File: src/hw/rtl/psp_pkg.sv
// ----------------------------------------------------------------------------
// PGM stream parser package
// Shared types, character codes and result builders for the grey-map parser.
// ----------------------------------------------------------------------------
package psp_pkg;

   // Default width of the decimal number accumulator.
   localparam int NUMBER_BITS_DEF = 16;

   // Result queue geometry: one byte gives at most two results.
   localparam int MAX_RESULTS  = 2;
   localparam int RES_DEPTH    = 4;
   localparam int RES_PTR_BITS = 2;
   localparam int RES_CNT_BITS = 3;

   // Character codes.
   localparam logic [7:0] CH_P     = 8'h50;
   localparam logic [7:0] CH_TWO   = 8'h32;
   localparam logic [7:0] CH_FIVE  = 8'h35;
   localparam logic [7:0] CH_HASH  = 8'h23;
   localparam logic [7:0] CH_ZERO  = 8'h30;
   localparam logic [7:0] CH_NINE  = 8'h39;
   localparam logic [7:0] CH_SPACE = 8'h20;
   localparam logic [7:0] CH_TAB   = 8'h09;
   localparam logic [7:0] CH_LF    = 8'h0A;
   localparam logic [7:0] CH_CR    = 8'h0D;

   typedef enum logic [1:0] {
      KIND_HEADER = 2'd0,
      KIND_PIXEL  = 2'd1,
      KIND_ERROR  = 2'd2
   } kind_type;

   typedef enum logic [2:0] {
      ERR_MAGIC       = 3'd0,
      ERR_CORRUPT     = 3'd1,
      ERR_ZERO_WIDTH  = 3'd2,
      ERR_ZERO_HEIGHT = 3'd3,
      ERR_TOO_LARGE   = 3'd4
   } err_type;

   typedef enum logic [12:0] {
      PH_EXPECT_P = 13'b0000000000001,
      PH_KIND     = 13'b0000000000010,
      PH_GAP_W    = 13'b0000000000100,
      PH_NUM_W    = 13'b0000000001000,
      PH_GAP_H    = 13'b0000000010000,
      PH_NUM_H    = 13'b0000000100000,
      PH_GAP_M    = 13'b0000001000000,
      PH_NUM_M    = 13'b0000010000000,
      PH_PIX_GAP  = 13'b0000100000000,
      PH_PIX_NUM  = 13'b0001000000000,
      PH_PIX_BIN  = 13'b0010000000000,
      PH_DONE     = 13'b0100000000000,
      PH_ERROR    = 13'b1000000000000
   } phase_type;

   typedef struct packed {
      kind_type    result_kind;
      logic [15:0] image_width;
      logic [15:0] image_height;
      logic [15:0] max_value;
      logic        binary_mode;
      logic        maxval_warning;
      logic [15:0] pixel_value;
      logic [15:0] column;
      logic [15:0] row;
      logic        final_pixel;
      err_type     error_code;
      logic        last;
   } result_type;

   function automatic result_type error_result(input err_type code);
      result_type r;
      r             = '0;
      r.result_kind = KIND_ERROR;
      r.error_code  = code;
      return r;
   endfunction

   function automatic result_type pixel_result(input logic [15:0] value,
                                               input logic [15:0] col,
                                               input logic [15:0] row_idx,
                                               input logic        fin);
      result_type r;
      r             = '0;
      r.result_kind = KIND_PIXEL;
      r.pixel_value = value;
      r.column      = col;
      r.row         = row_idx;
      r.final_pixel = fin;
      return r;
   endfunction

   function automatic result_type header_result(input logic [15:0] w,
                                                input logic [15:0] h,
                                                input logic [15:0] m,
                                                input logic        bin,
                                                input logic        warn);
      result_type r;
      r                = '0;
      r.result_kind    = KIND_HEADER;
      r.image_width    = w;
      r.image_height   = h;
      r.max_value      = m;
      r.binary_mode    = bin;
      r.maxval_warning = warn;
      return r;
   endfunction

endpackage

File: src/hw/rtl/psp_parser.sv
// ----------------------------------------------------------------------------
// PGM stream parser: parse engine
// Holds the parse state and turns one registered byte into up to two results.
// ----------------------------------------------------------------------------
module psp_parser import psp_pkg::*; #(
   parameter int NUMBER_BITS = NUMBER_BITS_DEF
) (
   input  logic       clock,
   input  logic       reset,
   input  logic       item_valid,
   input  logic [7:0] data_byte,
   input  logic       end_of_file,
   output result_type res0,
   output result_type res1,
   output logic [1:0] res_count
);

   phase_type              phase_ff, phase_in;
   logic                   comment_ff, comment_in;
   logic                   ovf_ff, ovf_in;
   logic                   binary_ff, binary_in;
   logic [NUMBER_BITS-1:0] acc_ff, acc_in;
   logic [NUMBER_BITS-1:0] width_ff, width_in;
   logic [NUMBER_BITS-1:0] height_ff, height_in;
   logic [NUMBER_BITS-1:0] col_ff, col_in;
   logic [NUMBER_BITS-1:0] row_ff, row_in;

   logic                   is_ws, is_digit, is_hash, is_crlf, gap_err;
   logic [3:0]             digit_val;
   logic [NUMBER_BITS+3:0] acc_step;
   logic                   acc_sat;
   logic [NUMBER_BITS-1:0] acc_next_digit;
   logic                   pix_fin;
   logic [NUMBER_BITS-1:0] col_step, row_step;

   function automatic logic [15:0] fit16(input logic [NUMBER_BITS-1:0] v);
      logic [NUMBER_BITS+15:0] wide;
      wide = {16'd0, v};
      return wide[15:0];
   endfunction

   // Byte classes; the end-of-file mark carries no byte.
   assign is_ws    = !end_of_file && ((data_byte == CH_SPACE) ||
                     ((data_byte >= CH_TAB) && (data_byte <= CH_CR)));
   assign is_digit = !end_of_file && (data_byte >= CH_ZERO) && (data_byte <= CH_NINE);
   assign is_hash  = !end_of_file && (data_byte == CH_HASH);
   assign is_crlf  = !end_of_file && ((data_byte == CH_LF) || (data_byte == CH_CR));
   assign digit_val = data_byte[3:0];

   // acc * 10 + digit as shift-and-add, saturating at the all-ones value.
   assign acc_step = ({4'd0, acc_ff} << 3) + ({4'd0, acc_ff} << 1)
                     + {{NUMBER_BITS{1'b0}}, digit_val};
   assign acc_sat  = |acc_step[NUMBER_BITS+3:NUMBER_BITS];
   assign acc_next_digit = acc_sat ? {NUMBER_BITS{1'b1}} : acc_step[NUMBER_BITS-1:0];

   // A gap before a header number fails on end of file or a stray byte.
   assign gap_err = end_of_file || (!comment_ff && !is_ws && !is_hash && !is_digit);

   assign pix_fin  = (row_ff == height_ff - 1'b1) && (col_ff == width_ff - 1'b1);
   assign col_step = (col_ff == width_ff - 1'b1) ? '0 : col_ff + 1'b1;
   assign row_step = (col_ff == width_ff - 1'b1) ? row_ff + 1'b1 : row_ff;

   always_comb begin
      phase_in   = phase_ff;
      comment_in = comment_ff;
      ovf_in     = ovf_ff;
      binary_in  = binary_ff;
      acc_in     = acc_ff;
      width_in   = width_ff;
      height_in  = height_ff;
      col_in     = col_ff;
      row_in     = row_ff;
      res0       = '0;
      res1       = '0;
      res_count  = 2'd0;

      case (phase_ff)
         PH_EXPECT_P: begin
            if (!end_of_file && (data_byte == CH_P)) begin
               phase_in = PH_KIND;
            end else begin
               res0      = error_result(ERR_MAGIC);
               res_count = 2'd1;
               phase_in  = PH_ERROR;
            end
         end
         PH_KIND: begin
            if (!end_of_file && (data_byte == CH_TWO)) begin
               binary_in = 1'b0;
               phase_in  = PH_GAP_W;
            end else if (!end_of_file && (data_byte == CH_FIVE)) begin
               binary_in = 1'b1;
               phase_in  = PH_GAP_W;
            end else begin
               res0      = error_result(ERR_MAGIC);
               res_count = 2'd1;
               phase_in  = PH_ERROR;
            end
         end
         PH_GAP_W, PH_GAP_H, PH_GAP_M: begin
            if (gap_err) begin
               res0      = error_result(ERR_CORRUPT);
               res_count = 2'd1;
               phase_in  = PH_ERROR;
            end else if (comment_ff) begin
               if (is_crlf) begin
                  comment_in = 1'b0;
               end
            end else if (is_hash) begin
               comment_in = 1'b1;
            end else if (is_digit) begin
               acc_in   = {{(NUMBER_BITS-4){1'b0}}, digit_val};
               ovf_in   = 1'b0;
               phase_in = (phase_ff == PH_GAP_W) ? PH_NUM_W :
                          (phase_ff == PH_GAP_H) ? PH_NUM_H : PH_NUM_M;
            end
         end
         PH_NUM_W, PH_NUM_H: begin
            if (is_digit) begin
               acc_in = acc_next_digit;
               ovf_in = ovf_ff | acc_sat;
            end else if (ovf_ff) begin
               res0      = error_result(ERR_TOO_LARGE);
               res_count = 2'd1;
               phase_in  = PH_ERROR;
            end else if (acc_ff == '0) begin
               res0      = error_result((phase_ff == PH_NUM_W) ? ERR_ZERO_WIDTH
                                                                : ERR_ZERO_HEIGHT);
               res_count = 2'd1;
               phase_in  = PH_ERROR;
            end else begin
               if (phase_ff == PH_NUM_W) begin
                  width_in = acc_ff;
                  phase_in = PH_GAP_H;
               end else begin
                  height_in = acc_ff;
                  phase_in  = PH_GAP_M;
               end
               // The terminator is taken again as the first byte of the gap.
               if (gap_err) begin
                  res0      = error_result(ERR_CORRUPT);
                  res_count = 2'd1;
                  phase_in  = PH_ERROR;
               end else if (is_hash) begin
                  comment_in = 1'b1;
               end
            end
         end
         PH_NUM_M: begin
            if (is_digit) begin
               acc_in = acc_next_digit;
               ovf_in = ovf_ff | acc_sat;
            end else if (ovf_ff) begin
               res0      = error_result(ERR_TOO_LARGE);
               res_count = 2'd1;
               phase_in  = PH_ERROR;
            end else if (!is_ws) begin
               res0      = error_result(ERR_CORRUPT);
               res_count = 2'd1;
               phase_in  = PH_ERROR;
            end else begin
               res0      = header_result(fit16(width_ff), fit16(height_ff), fit16(acc_ff),
                                         binary_ff, acc_ff == '0);
               res_count = 2'd1;
               col_in    = '0;
               row_in    = '0;
               phase_in  = binary_ff ? PH_PIX_BIN : PH_PIX_GAP;
            end
         end
         PH_PIX_GAP: begin
            if (is_digit) begin
               acc_in   = {{(NUMBER_BITS-4){1'b0}}, digit_val};
               ovf_in   = 1'b0;
               phase_in = PH_PIX_NUM;
            end else if (!is_ws) begin
               res0      = error_result(ERR_CORRUPT);
               res_count = 2'd1;
               phase_in  = PH_ERROR;
            end
         end
         PH_PIX_NUM: begin
            if (is_digit) begin
               acc_in = acc_next_digit;
               ovf_in = ovf_ff | acc_sat;
            end else if (ovf_ff) begin
               res0      = error_result(ERR_TOO_LARGE);
               res_count = 2'd1;
               phase_in  = PH_ERROR;
            end else begin
               res0      = pixel_result(fit16(acc_ff), fit16(col_ff), fit16(row_ff), pix_fin);
               res_count = 2'd1;
               if (pix_fin) begin
                  phase_in = PH_DONE;
               end else begin
                  col_in = col_step;
                  row_in = row_step;
                  if (is_ws) begin
                     phase_in = PH_PIX_GAP;
                  end else begin
                     // Terminator that is neither digit nor whitespace, or end of file.
                     res1      = error_result(ERR_CORRUPT);
                     res_count = 2'd2;
                     phase_in  = PH_ERROR;
                  end
               end
            end
         end
         PH_PIX_BIN: begin
            if (end_of_file) begin
               res0      = error_result(ERR_TOO_LARGE);
               res_count = 2'd1;
               phase_in  = PH_ERROR;
            end else begin
               res0      = pixel_result({8'd0, data_byte}, fit16(col_ff), fit16(row_ff),
                                        pix_fin);
               res_count = 2'd1;
               if (pix_fin) begin
                  phase_in = PH_DONE;
               end else begin
                  col_in = col_step;
                  row_in = row_step;
               end
            end
         end
         default: begin
         end
      endcase

      if (res_count == 2'd1) begin
         res0.last = 1'b1;
      end
      if (res_count == 2'd2) begin
         res1.last = 1'b1;
      end

      // End of file always rearms the parser for the next file.
      if (end_of_file) begin
         phase_in   = PH_EXPECT_P;
         comment_in = 1'b0;
         ovf_in     = 1'b0;
         binary_in  = 1'b0;
         acc_in     = '0;
         col_in     = '0;
         row_in     = '0;
      end
   end

   always_ff @(posedge clock) begin
      if (reset) begin
         phase_ff   <= PH_EXPECT_P;
         comment_ff <= 1'b0;
         ovf_ff     <= 1'b0;
         binary_ff  <= 1'b0;
      end else if (item_valid) begin
         phase_ff   <= phase_in;
         comment_ff <= comment_in;
         ovf_ff     <= ovf_in;
         binary_ff  <= binary_in;
      end
   end

   always_ff @(posedge clock) begin
      if (item_valid) begin
         acc_ff    <= acc_in;
         width_ff  <= width_in;
         height_ff <= height_in;
         col_ff    <= col_in;
         row_ff    <= row_in;
      end
   end

endmodule

File: src/hw/rtl/psp_result_fifo.sv
// ----------------------------------------------------------------------------
// PGM stream parser: result queue
// Four-entry queue that takes up to two results a cycle and gives one unless the read side stalls.
// ----------------------------------------------------------------------------
module psp_result_fifo import psp_pkg::*; (
   input  logic       clock,
   input  logic       reset,
   input  result_type wr0,
   input  result_type wr1,
   input  logic [1:0] wr_count,
   output logic       room,
   output logic       rd_valid,
   input  logic       rd_stall,
   output result_type rd_data
);

   result_type               entry_ff [RES_DEPTH];
   logic [RES_PTR_BITS-1:0]  wr_ptr_ff, wr_ptr_in;
   logic [RES_PTR_BITS-1:0]  rd_ptr_ff, rd_ptr_in;
   logic [RES_CNT_BITS-1:0]  count_ff, count_in;
   logic                     pop;
   logic [RES_PTR_BITS-1:0]  wr_ptr_next;

   // Room for the largest burst that one byte can give.
   assign room        = count_ff <= RES_CNT_BITS'(RES_DEPTH - MAX_RESULTS);
   assign rd_valid    = count_ff != '0;
   assign pop         = rd_valid && !rd_stall;
   assign rd_data     = entry_ff[rd_ptr_ff];
   assign wr_ptr_next = wr_ptr_ff + 1'b1;

   always_comb begin
      wr_ptr_in = wr_ptr_ff + RES_PTR_BITS'(wr_count);
      rd_ptr_in = pop ? rd_ptr_ff + 1'b1 : rd_ptr_ff;
      count_in  = count_ff + RES_CNT_BITS'(wr_count) - RES_CNT_BITS'(pop);
   end

   always_ff @(posedge clock) begin
      if (reset) begin
         wr_ptr_ff <= '0;
         rd_ptr_ff <= '0;
         count_ff  <= '0;
      end else begin
         wr_ptr_ff <= wr_ptr_in;
         rd_ptr_ff <= rd_ptr_in;
         count_ff  <= count_in;
      end
   end

   always_ff @(posedge clock) begin
      if (wr_count != 2'd0) begin
         entry_ff[wr_ptr_ff] <= wr0;
      end
      if (wr_count == 2'd2) begin
         entry_ff[wr_ptr_next] <= wr1;
      end
   end

endmodule

File: src/hw/rtl/pgm_stream_parser.sv
// ----------------------------------------------------------------------------
// PGM stream parser
// Byte-serial parser for P2 and P5 grey-map files: header, pixels, errors.
// ----------------------------------------------------------------------------
// The parser takes one file byte (or an end-of-file mark) per beat and can
// accept a new beat in every clock cycle while req_stall is low. Each beat is
// first captured in an input register, then handled by the parse engine, whose
// results enter a four-entry result queue that drives the response channel. An
// accepted request beat passes the input register and is then written to the
// result queue, which gives its first response beat. Most bytes give no result
// or one; the byte that ends a P2 pixel with a stray character gives a pixel and
// an error, so two response beats. The sustained rate is one byte per cycle as
// long as the response side takes one beat per cycle; it is set by the result
// queue, which drains one beat a cycle and holds the input register while fewer
// than two entries are free.
module pgm_stream_parser import psp_pkg::*; #(
   parameter int NUMBER_BITS = NUMBER_BITS_DEF
) (
   input  logic        clock,
   input  logic        reset,
   // Request channel: one file byte per beat.
   input  logic        req_valid,
   output logic        req_stall,
   input  logic [7:0]  req_data_byte,
   input  logic        req_end_of_file,
   // Response channel: one result per beat.
   output logic        rsp_valid,
   input  logic        rsp_stall,
   output logic [1:0]  rsp_result_kind,
   output logic [15:0] rsp_image_width,
   output logic [15:0] rsp_image_height,
   output logic [15:0] rsp_max_value,
   output logic        rsp_binary_mode,
   output logic        rsp_maxval_warning,
   output logic [15:0] rsp_pixel_value,
   output logic [15:0] rsp_column,
   output logic [15:0] rsp_row,
   output logic        rsp_final_pixel,
   output logic [2:0]  rsp_error_code,
   output logic        rsp_last
);

   // Input register: the beat waiting for the parse engine.
   logic       in_valid_ff, in_valid_in;
   logic [7:0] byte_ff;
   logic       eof_ff;

   logic       room;
   logic       consume;
   logic       req_accept;

   result_type res0, res1, head;
   logic [1:0] res_count;

   // The held beat is consumed once the queue can take both of its results.
   // The stall depends on registered state only, so the request side never
   // sees a path from the response stall.
   assign consume    = in_valid_ff && room;
   assign req_stall  = in_valid_ff && !room;
   assign req_accept = req_valid && !req_stall;

   always_comb begin
      in_valid_in = req_accept || (in_valid_ff && !consume);
   end

   always_ff @(posedge clock) begin
      if (reset) begin
         in_valid_ff <= 1'b0;
      end else begin
         in_valid_ff <= in_valid_in;
      end
   end

   always_ff @(posedge clock) begin
      if (req_accept) begin
         byte_ff <= req_data_byte;
         eof_ff  <= req_end_of_file;
      end
   end

   // Parse engine: state update and results for one beat.
   psp_parser #(
      .NUMBER_BITS (NUMBER_BITS)
   ) u_parser (
      .clock       (clock),
      .reset       (reset),
      .item_valid  (consume),
      .data_byte   (byte_ff),
      .end_of_file (eof_ff),
      .res0        (res0),
      .res1        (res1),
      .res_count   (res_count)
   );

   // Result queue: nothing is written unless the beat is consumed.
   psp_result_fifo u_result_fifo (
      .clock    (clock),
      .reset    (reset),
      .wr0      (res0),
      .wr1      (res1),
      .wr_count (consume ? res_count : 2'd0),
      .room     (room),
      .rd_valid (rsp_valid),
      .rd_stall (rsp_stall),
      .rd_data  (head)
   );

   assign rsp_result_kind    = head.result_kind;
   assign rsp_image_width    = head.image_width;
   assign rsp_image_height   = head.image_height;
   assign rsp_max_value      = head.max_value;
   assign rsp_binary_mode    = head.binary_mode;
   assign rsp_maxval_warning = head.maxval_warning;
   assign rsp_pixel_value    = head.pixel_value;
   assign rsp_column         = head.column;
   assign rsp_row            = head.row;
   assign rsp_final_pixel    = head.final_pixel;
   assign rsp_error_code     = head.error_code;
   assign rsp_last           = head.last;

endmodule
File: config.mk
export PLATFORM = sky130hd
export DESIGN_NAME = pgm_stream_parser
export DESIGN_NICKNAME = d
export VERILOG_FILES = /design/src/hw/rtl/psp_pkg.sv /design/src/hw/rtl/psp_parser.sv /design/src/hw/rtl/psp_result_fifo.sv /design/src/hw/rtl/pgm_stream_parser.sv
export SDC_FILE = /design/constraint.sdc
export NUM_CORES = 1
export LEC_CHECK = 0
export BUFFER_PORTS_ARGS = -buffer_cell sky130_fd_sc_hd__buf_2
export CAP_MARGIN = 10
export CELL_PAD_IN_SITES_DETAIL_PLACEMENT = 2
export CELL_PAD_IN_SITES_GLOBAL_PLACEMENT = 2
export CORE_ASPECT_RATIO = 0.6
export CORE_MARGIN = 3
export CORE_UTILIZATION = 36
export DETAILED_ROUTE_END_ITERATION = 10
export HOLD_SLACK_MARGIN = 0.03
export PLACE_DENSITY = 0.85
export SYNTH_ARGS = -nofsm -noshare
export SYNTH_HDL_FRONTEND = slang
export SYNTH_SLANG_ARGS = --single-unit
File: constraint.sdc
create_clock -name clock -period 4.45 [get_ports clock]
set_input_delay 0.89 -clock clock [delete_from_list [all_inputs] [get_ports clock]]
set_output_delay 0.89 -clock clock [all_outputs]
set_load 0.02 [all_outputs]
# Word level (Yosys, flattened, before mapping)
# Memory sizes are Yosys's and may differ from the RTL's. A register that Yosys moved wholly into a read port is not among the register bits.
# Cells that the tools add are included.
# word_totals
reg_bits	113
ramBits	420
in_bits	13
out_inout_bits	107
elab_cells	244
n_memories	1
# memory_table
name	words	width	read_ports	rd_clocked_by_memory_dff	write_ports	line	source
u_result_fifo.entry_ff	4	105	1	1	2	psp_result_fifo.sv:17	result_type entry_ff [RES_DEPTH];
# classes
addsub	11
magnitude_cmp	5
n_eq_ne	42
muxes	114
bitwise_logic	5
n_reduce_logical	51
# op_table
operator	count
105-bit two-way mux	19
105-bit one-hot mux with 8 select lines	1
13-bit two-way mux	23
16-bit two-way mux	17
16-bit one-hot mux with 3 select lines	3
13-bit one-hot mux with 8 select lines	1
3-bit inequality test (second input constant)	11
16-bit by 1-bit adder with 16-bit output (second input constant)	2
16-bit equality test	2
8-bit by 6-bit equality test with 1-bit output (second input constant)	4
1-bit two-way mux	32
16-bit by 1-bit subtractor with 16-bit output (second input constant)	2
2-bit two-way mux	12
19-bit by 17-bit adder with 20-bit output	1
20-bit by 4-bit adder with 20-bit output	1
1-bit logical AND	18
6-bit AND reduction	3
8-bit by 4-bit equality test with 1-bit output (second input constant)	2
16-bit zero test	1
2-bit one-hot mux with 8 select lines	1
13-bit by 1-bit equality test with 1-bit output (second input constant)	1
13-bit by 10-bit equality test with 1-bit output (second input constant)	1
13-bit by 11-bit equality test with 1-bit output (second input constant)	1
13-bit by 2-bit equality test with 1-bit output (second input constant)	1
other kinds (43)	68

# Logic depth before layout (Yosys ltp)
# logic_depth
ltp_word	18
depth_mapped	18
mapped_depth_nobuf	17

# Modules after synthesis
# A second synthesis with hierarchy kept.
# hier_totals
cells_unflattened	2082
area_unflattened_um2	29664.7
# by_module_without_submodules
module	n_inst	cells_per_inst	area_each_um2	seq_area_each_um2
psp_result_fifo	1	1070	20631.0	12792.3
psp_parser	1	996	8694.6	2722.6
pgm_stream_parser	1	16	339.1	290.3

# Least setup slack after synthesis
# No wires, ideal clock.
# synth_path
kind	register to register
start	reg byte_ff[1]
end	reg u_parser.col_ff[0], enable pin
setup_ps	470
arrival_ps	4345
required_ps	3980
path_slack_ps	-365
path_stages_with_launch	9
n_path_buf	1
synth_period_minus_slack_ps	4815
path_cell_list	edfxtp_1 > or4b_2 > a21oi_1 > o21a_1 > clkbuf_1 > a21oi_1 > nor2_1 > nor3_1 > a211oi_1
# synth_via
elab_chain_len	6
elab_cells_between_ends	14
cone_classes	order compare: 4; eq/ne: 4; reduce/logical: 6
# synth_lines
element	line	source
from (decl)	pgm_stream_parser.sv:45	logic [7:0] byte_ff;
from (signal assigned)	pgm_stream_parser.sv:76	byte_ff <= req_data_byte;
8-bit by 4-bit >= comparator with 1-bit output / 8-bit by 4-bit <= comparator with 1-bit output (equally long branches)	psp_parser.sv:44	((data_byte >= CH_TAB) && (data_byte <= CH_CR)));
1-bit logical AND	psp_parser.sv:44	
1-bit logical OR	psp_parser.sv:43	assign is_ws = !end_of_file && ((data_byte == CH_SPACE) ||
1-bit logical AND	psp_parser.sv:43	
3-bit by 2-bit inequality test with 1-bit output (no line)	-	
7-bit AND reduction (no line) (*)	-	
to (signal assigned)	psp_parser.sv:267	col_ff <= col_in;
to (decl)	psp_parser.sv:25	logic [NUMBER_BITS-1:0] col_ff, col_in;
# Every way passes the cells marked *; elsewhere a longest branch is shown, timed or not.
# A chain may end at the register's enable or synchronous reset.

# Final worst setup path
# layout_path
start	reg u_parser.height_ff[0]
end	reg u_result_fifo.count_ff[2]
# layout_via
elab_chain_len	10
# layout_lines
element	line	source
from (decl)	psp_parser.sv:24	logic [NUMBER_BITS-1:0] height_ff, height_in;
from (signal assigned)	psp_parser.sv:266	height_ff <= height_in;
16-bit by 1-bit subtractor with 16-bit output	psp_parser.sv:59	assign pix_fin = (row_ff == height_ff - 1'b1) && (col_ff == width_ff - 1'b1);
16-bit equality test	psp_parser.sv:59	
1-bit logical AND	psp_parser.sv:59	
2-bit two-way mux	psp_parser.sv:192	if (pix_fin) begin
2-bit two-way mux	psp_parser.sv:185	end else if (ovf_ff) begin
2-bit two-way mux	psp_parser.sv:182	if (is_digit) begin
2-bit one-hot mux with 8 select lines	psp_parser.sv:77	case (phase_ff)
2-bit two-way mux	pgm_stream_parser.sv:101	.wr_count (consume ? res_count : 2'd0),
3-bit by 2-bit adder with 3-bit output	psp_result_fifo.sv:34	count_in = count_ff + RES_CNT_BITS'(wr_count) - RES_CNT_BITS'(pop);
3-bit by 1-bit subtractor with 3-bit output	psp_result_fifo.sv:34	
to (signal assigned)	psp_result_fifo.sv:45	count_ff <= count_in;
to (decl)	psp_result_fifo.sv:20	logic [RES_CNT_BITS-1:0] count_ff, count_in;
# No other way between the ends.

==> flow_results.org <==
** Clock network
- Number of clock sinks :: 535
- Deepest clock path buffer count :: 3
- The root buffer cell chosen for the clock tree is sky130_fd_sc_hd__clkbuf_16.
- The H-tree was split into 2 levels.
- Clock buffer count from CTS :: 54
- TritonCTS built the clock tree.
- Clock latency of the later-clocked register in the worst-skew pair :: 0.64 ns
- Clock Pin Slew Worst Setup and Hold Paths :: 0.07 ns

** Route
- After detailed routing, the average wire length per cell comes to 28.7 microns.
- Once detail routing completed, the nets flagged for antenna violations numbered 0.
- Ratio of routed vias to standard cells :: 6.26
- The detailed router placed 22400 vias in this run.
- Detailed router's first-iteration violation count :: 1932
- First-pass DRT Iterations :: 5
- Wire length after detailed routing :: 103000 microns
- For this run, design rule violations remaining after detail routing come to 0.

** Die
- The die is 346 microns wide.
- Pin placement for this block handled 120 I/O pins.
- Die Footprint :: 72800 sq um
- Starting utilization of the core area :: 36.6%
- Site row count :: 74
- Core area :: 68400 sq um
- The die is 210 microns tall.

** Synthesis
- When the netlist entered floorplanning its net count stood at 2640.
- For this run, the register share of the synthesized area comes to 46.8%.
- Adder and majority gate portion of the synthesized area :: 2.19%
- In the synthesized netlist the async set-or-reset flop fraction comes to 0%.
- Synthesized area :: 25000 sq um
- Mapped Cells :: 2585
- Counting distinct cell types in the post-synthesis netlist gives 78.
- After synthesis, the share of cell area in mux cells is 10.1%.
- Synth area leader :: sky130_fd_sc_hd__dfxtp_1
- After Yosys synthesis, and, or, nand and nor cells account for 17.7% of the synthesized area.
- In this run the mean area of a mapped cell was 9.68 sq um.
- By area, the combinational part of the netlist is dominated by simple AND/OR/NAND/NOR gates.
- Main flop type after synthesis :: sky130_fd_sc_hd__dfxtp_1
- In this run, synthesis produced a sequential element count of 535.
- During synthesis, Yosys emitted a total of 0 warnings.
- Sorting the synthesized cells by area gives the leading types as sky130_fd_sc_hd__dfxtp_1, sky130_fd_sc_hd__edfxtp_1, sky130_fd_sc_hd__mux4_2, sky130_fd_sc_hd__a21oi_1, sky130_fd_sc_hd__nand3_1.
- The synthesized netlist devotes 15.9% of its cell area to compound gates.
- Number of flops mapped to enable cells by yosys :: 101
- Xor and xnor fraction of the mapped netlist area :: 2.66%
- The synthesized design devotes to its leading area cell type 34.7% of total area.

** Timing
- Final clock skew :: 0.0232 ns
- After layout, the worst path uses 98.9% of the clock period.
- Max Freq :: 227 MHz
- Actual transition at the worst max-transition pin :: 1.25 ns
- Time the worst path needs with I/O delays and setup :: 4.40 ns
- RSZ-0062 raised after global routing :: yes
- Number of endpoints with negative hold slack in the final report :: 0
- Setup violations remaining at the end of the flow were counted as 0.
- Headroom to the max-slew limit :: 16.4%
- The max-slew violation total from the final report is 0.

** Worst setup path
- The slowest stage of the critical path belongs to the cell sky130_fd_sc_hd__or4_1.
- The critical path goes through buf_4 > or4_1 > o311a_1 > o31a_1 > nor4_2 > buf_4 > nand4_4 > a31o_2 > ha_1 > inv_1 > ha_1 > inv_1 > fa_1 > xnor2_2 > xnor2_1 > nor2_1.
- Source of the worst register-to-register timing path :: u_parser.height_ff[0]$_DFFE_PP_
- STA classifies the critical path endpoint as a flip-flop.
- Critical path required time :: 4.95 ns
- The largest single stage delay on the critical path is 0.61 ns.
- Startpoint class of the critical path :: flip-flop
- The most critical setup path has its startpoint at u_parser.height_ff[0]$_DFFE_PP_.
- Arrival time at the worst endpoint :: 4.90 ns
- By startpoint and endpoint, the worst setup path is classified as flip-flop to flip-flop.
- In this run the register-to-register setup slack is 0.05 ns.
- In this run the worst path has a maximum fanout of 8.

** Global routing
- Layer with the highest usage after global routing :: met2
- The initial antenna violation count came to 3.
- The number of global-route vias before repair is 24000.
- The first global-routing pass estimated 154000 microns of wire.
- Global routing usage on met2 :: 43.2%
- Global routing used 37.6% of the available met1 tracks.
- Global routing met3 resource utilization :: 6.08%
- Entering global routing, the biggest net connects 85 pins.
- Across every metal layer, demand over resource in global routing totals 27.4%.
- The total overflow left after global routing is 0.

** Layout
- Number of filler cells placed in the layout :: 7164
- Share of final-layout standard cells stronger than drive strength 1 :: 18.3%
- Final std cells w/o fill :: 3570
- Final core occ :: 42.1%
- At the end of the flow, the number of nets in the layout was 2672.
- Compared with the post-synthesis result, the final layout area differs by 15.1%.
- Diode insertion count for antenna repair :: 0

** Min path
- Min-Delay Startpoint :: req_end_of_file
- Worst Hold Class :: input port to flip-flop

** Run
- Max-cap violations in this run came to 0.

** Pwr
- Maximum vdd drop :: 0.239 mV
- Power comes to 12.1 mW.
- Total power per unit cell area :: 419 nW/um^2
- For this design the static power due to leakage is 10.3 nW.

** Placement
- Routability-driven placement finished with a final weighted congestion of 0.942.
- Including well taps, the total number of placed cells is 3466.
- After legalization and detailed placement, the total HPWL measured 65800 microns.
- IO buf count :: 119

** Run status
- The run finished with clean final reports.
## sequential cells by signal, indices dropped and copies added (netlist names), 2 cells and up, named ones only
name                     flops
u_parser.acc_ff             16
u_result_fifo.rd_ptr_ff      2
u_parser.row_ff             16
u_parser.width_ff           16
byte_ff                      8
u_result_fifo.count_ff       3
u_parser.col_ff             16
u_result_fifo.wr_ptr_ff      2
u_result_fifo.entry_ff     420
u_parser.height_ff          16
u_parser.phase_ff           13
## cell usage after synthesis, types with 6 or more instances
library cell                count
sky130_fd_sc_hd__a211oi_1      43
sky130_fd_sc_hd__a21oi_1      295
sky130_fd_sc_hd__a221o_1       12
sky130_fd_sc_hd__a22o_1       124
sky130_fd_sc_hd__a22oi_1       10
sky130_fd_sc_hd__a31oi_1       10
sky130_fd_sc_hd__and2_1        12
sky130_fd_sc_hd__and3_1         7
sky130_fd_sc_hd__buf_1         26
sky130_fd_sc_hd__buf_2         20
sky130_fd_sc_hd__clkbuf_1     218
sky130_fd_sc_hd__dfxtp_1      434
sky130_fd_sc_hd__edfxtp_1     101
sky130_fd_sc_hd__ha_1          39
sky130_fd_sc_hd__inv_1         29
sky130_fd_sc_hd__mux2i_1       12
sky130_fd_sc_hd__mux4_2       105
sky130_fd_sc_hd__nand2_1      302
sky130_fd_sc_hd__nand2b_1      16
sky130_fd_sc_hd__nand3_1      255
sky130_fd_sc_hd__nand4_1       18
sky130_fd_sc_hd__nor2_1       120
sky130_fd_sc_hd__nor2b_1       17
sky130_fd_sc_hd__nor3_1        47
sky130_fd_sc_hd__nor3b_1        8
sky130_fd_sc_hd__nor4_1        24
sky130_fd_sc_hd__nor4b_1        6
sky130_fd_sc_hd__o2111ai_1      6
sky130_fd_sc_hd__o21a_1         7
sky130_fd_sc_hd__o21ai_0       40
sky130_fd_sc_hd__o31a_1         7
sky130_fd_sc_hd__o31ai_1        7
sky130_fd_sc_hd__or3_1         15
sky130_fd_sc_hd__or4_1         18
sky130_fd_sc_hd__xnor2_1       47
sky130_fd_sc_hd__xor2_1        29
## cell families (layout without fill, tap and decap cells)
kind of cell | Yosys count | in the layout
mux | 119 | 119
buf+inv | 299 | 372
simple gates | 907 | 907
compound gates | 607 | 607
flops | 535 | 535
xor+xnor | 76 | 76
fa+ha+maj | 42 | 42
## per-layer routing
layer	part of all wire, %	wire [microns]	up-vias
li1	-	-	9525
met1	44	45400	11800
met2	45	46000	884
met3	8.1	8350	186
met4	2.7	2750	2
met5	0.0068	7	-
## final cells by class
type                            count  area [sq um]  area share (%)
Multi-Input combinational cell   1751         12300            42.8
Tap cell                          912          1140            3.96
Inverter                           32           120           0.417
Timing Repair Buffer              243          1740            6.04
Clock buffer                       79          1590            5.53
Sequential cell                   535         11700            40.7
Clock inverter                     18           166           0.578
## metrics by stage
stage,setup slack [ns],setup TNS [ns],area (sq um),hold slack (ns)
finish,0.0472,0,28800,0.440
global route,-0.116,-1.17,28800,0.420
CTS,0.00303,0,28700,0.408
detailed placement,-0.0669,-0.0669,26900,0.446
global placement,0.230,0,26900,0.434
floorplan,0.0256,0,25000,0.427
## where the power goes
part           internal [mW]  switching (mW)
sequential              5.14           0.277
clock                   2.60            2.08
combinational          0.749            1.23
total                   8.49            3.59
## worst paths after layout
kind,endpoint,cells after the start
hold / removal,eof_ff$_DFFE_PP_,1
setup / recovery,u_result_fifo.count_ff[2]$_SDFF_PP0_,16
setup reg to reg,u_result_fifo.count_ff[2]$_SDFF_PP0_,16
hold reg to reg,u_result_fifo.entry_ff[2][85]$_SDFFE_PP0P_,2
## placed cells by master, fill, tap and decap left out, types with 8 or more instances in the layout
master                      instances
sky130_fd_sc_hd__a21oi_1          295
sky130_fd_sc_hd__xnor2_1           46
sky130_fd_sc_hd__a22o_1           124
sky130_fd_sc_hd__clkbuf_1          14
sky130_fd_sc_hd__or3_1             15
sky130_fd_sc_hd__dfxtp_1          432
sky130_fd_sc_hd__a211oi_1          42
sky130_fd_sc_hd__xor2_1            29
sky130_fd_sc_hd__a22oi_1           10
sky130_fd_sc_hd__nand2_1          302
sky130_fd_sc_hd__inv_1             29
sky130_fd_sc_hd__a31oi_1           10
sky130_fd_sc_hd__a221o_1           12
sky130_fd_sc_hd__nor4_1            20
sky130_fd_sc_hd__nor3_2             9
sky130_fd_sc_hd__buf_12            17
sky130_fd_sc_hd__nor2_1           115
sky130_fd_sc_hd__edfxtp_1         101
sky130_fd_sc_hd__ha_1              39
sky130_fd_sc_hd__buf_2            119
sky130_fd_sc_hd__and2_1            12
sky130_fd_sc_hd__nand4_1           18
sky130_fd_sc_hd__buf_4            107
sky130_fd_sc_hd__nor2b_1           13
sky130_fd_sc_hd__nor3_1            39
sky130_fd_sc_hd__nor3b_1            8
sky130_fd_sc_hd__nand2b_1          15
sky130_fd_sc_hd__nand3_1          255
sky130_fd_sc_hd__clkbuf_16         58
sky130_fd_sc_hd__mux2i_1           12
sky130_fd_sc_hd__clkinv_2          12
sky130_fd_sc_hd__mux4_2           105
sky130_fd_sc_hd__o21ai_0           39
sky130_fd_sc_hd__or4_1             18
## critical path: cells and delay by family (launching register included)
kind	cells	cell delay [ns]
AO/OA/AOI/OAI	3	1.07
XOR/XNOR	2	0.31
adder cells (fa/ha/maj)	3	0.87
buffers and inverters	4	0.53
flip-flops	1	0.39
AND/OR/NAND/NOR	4	1.08
## repair_timing
| item | 4_1_cts | 5_1_grt |
|---|---|---|
| hold buffers | 0 | 0 |
| gates cloned | 0 | 0 |
| pin swaps | 2 | 3 |
| buffers inserted | 3 | 4 |
| resized for setup | 3 | 10 |
| setup endpoints to repair | 24 | 62 |
(Power assumes the default switching activity.)
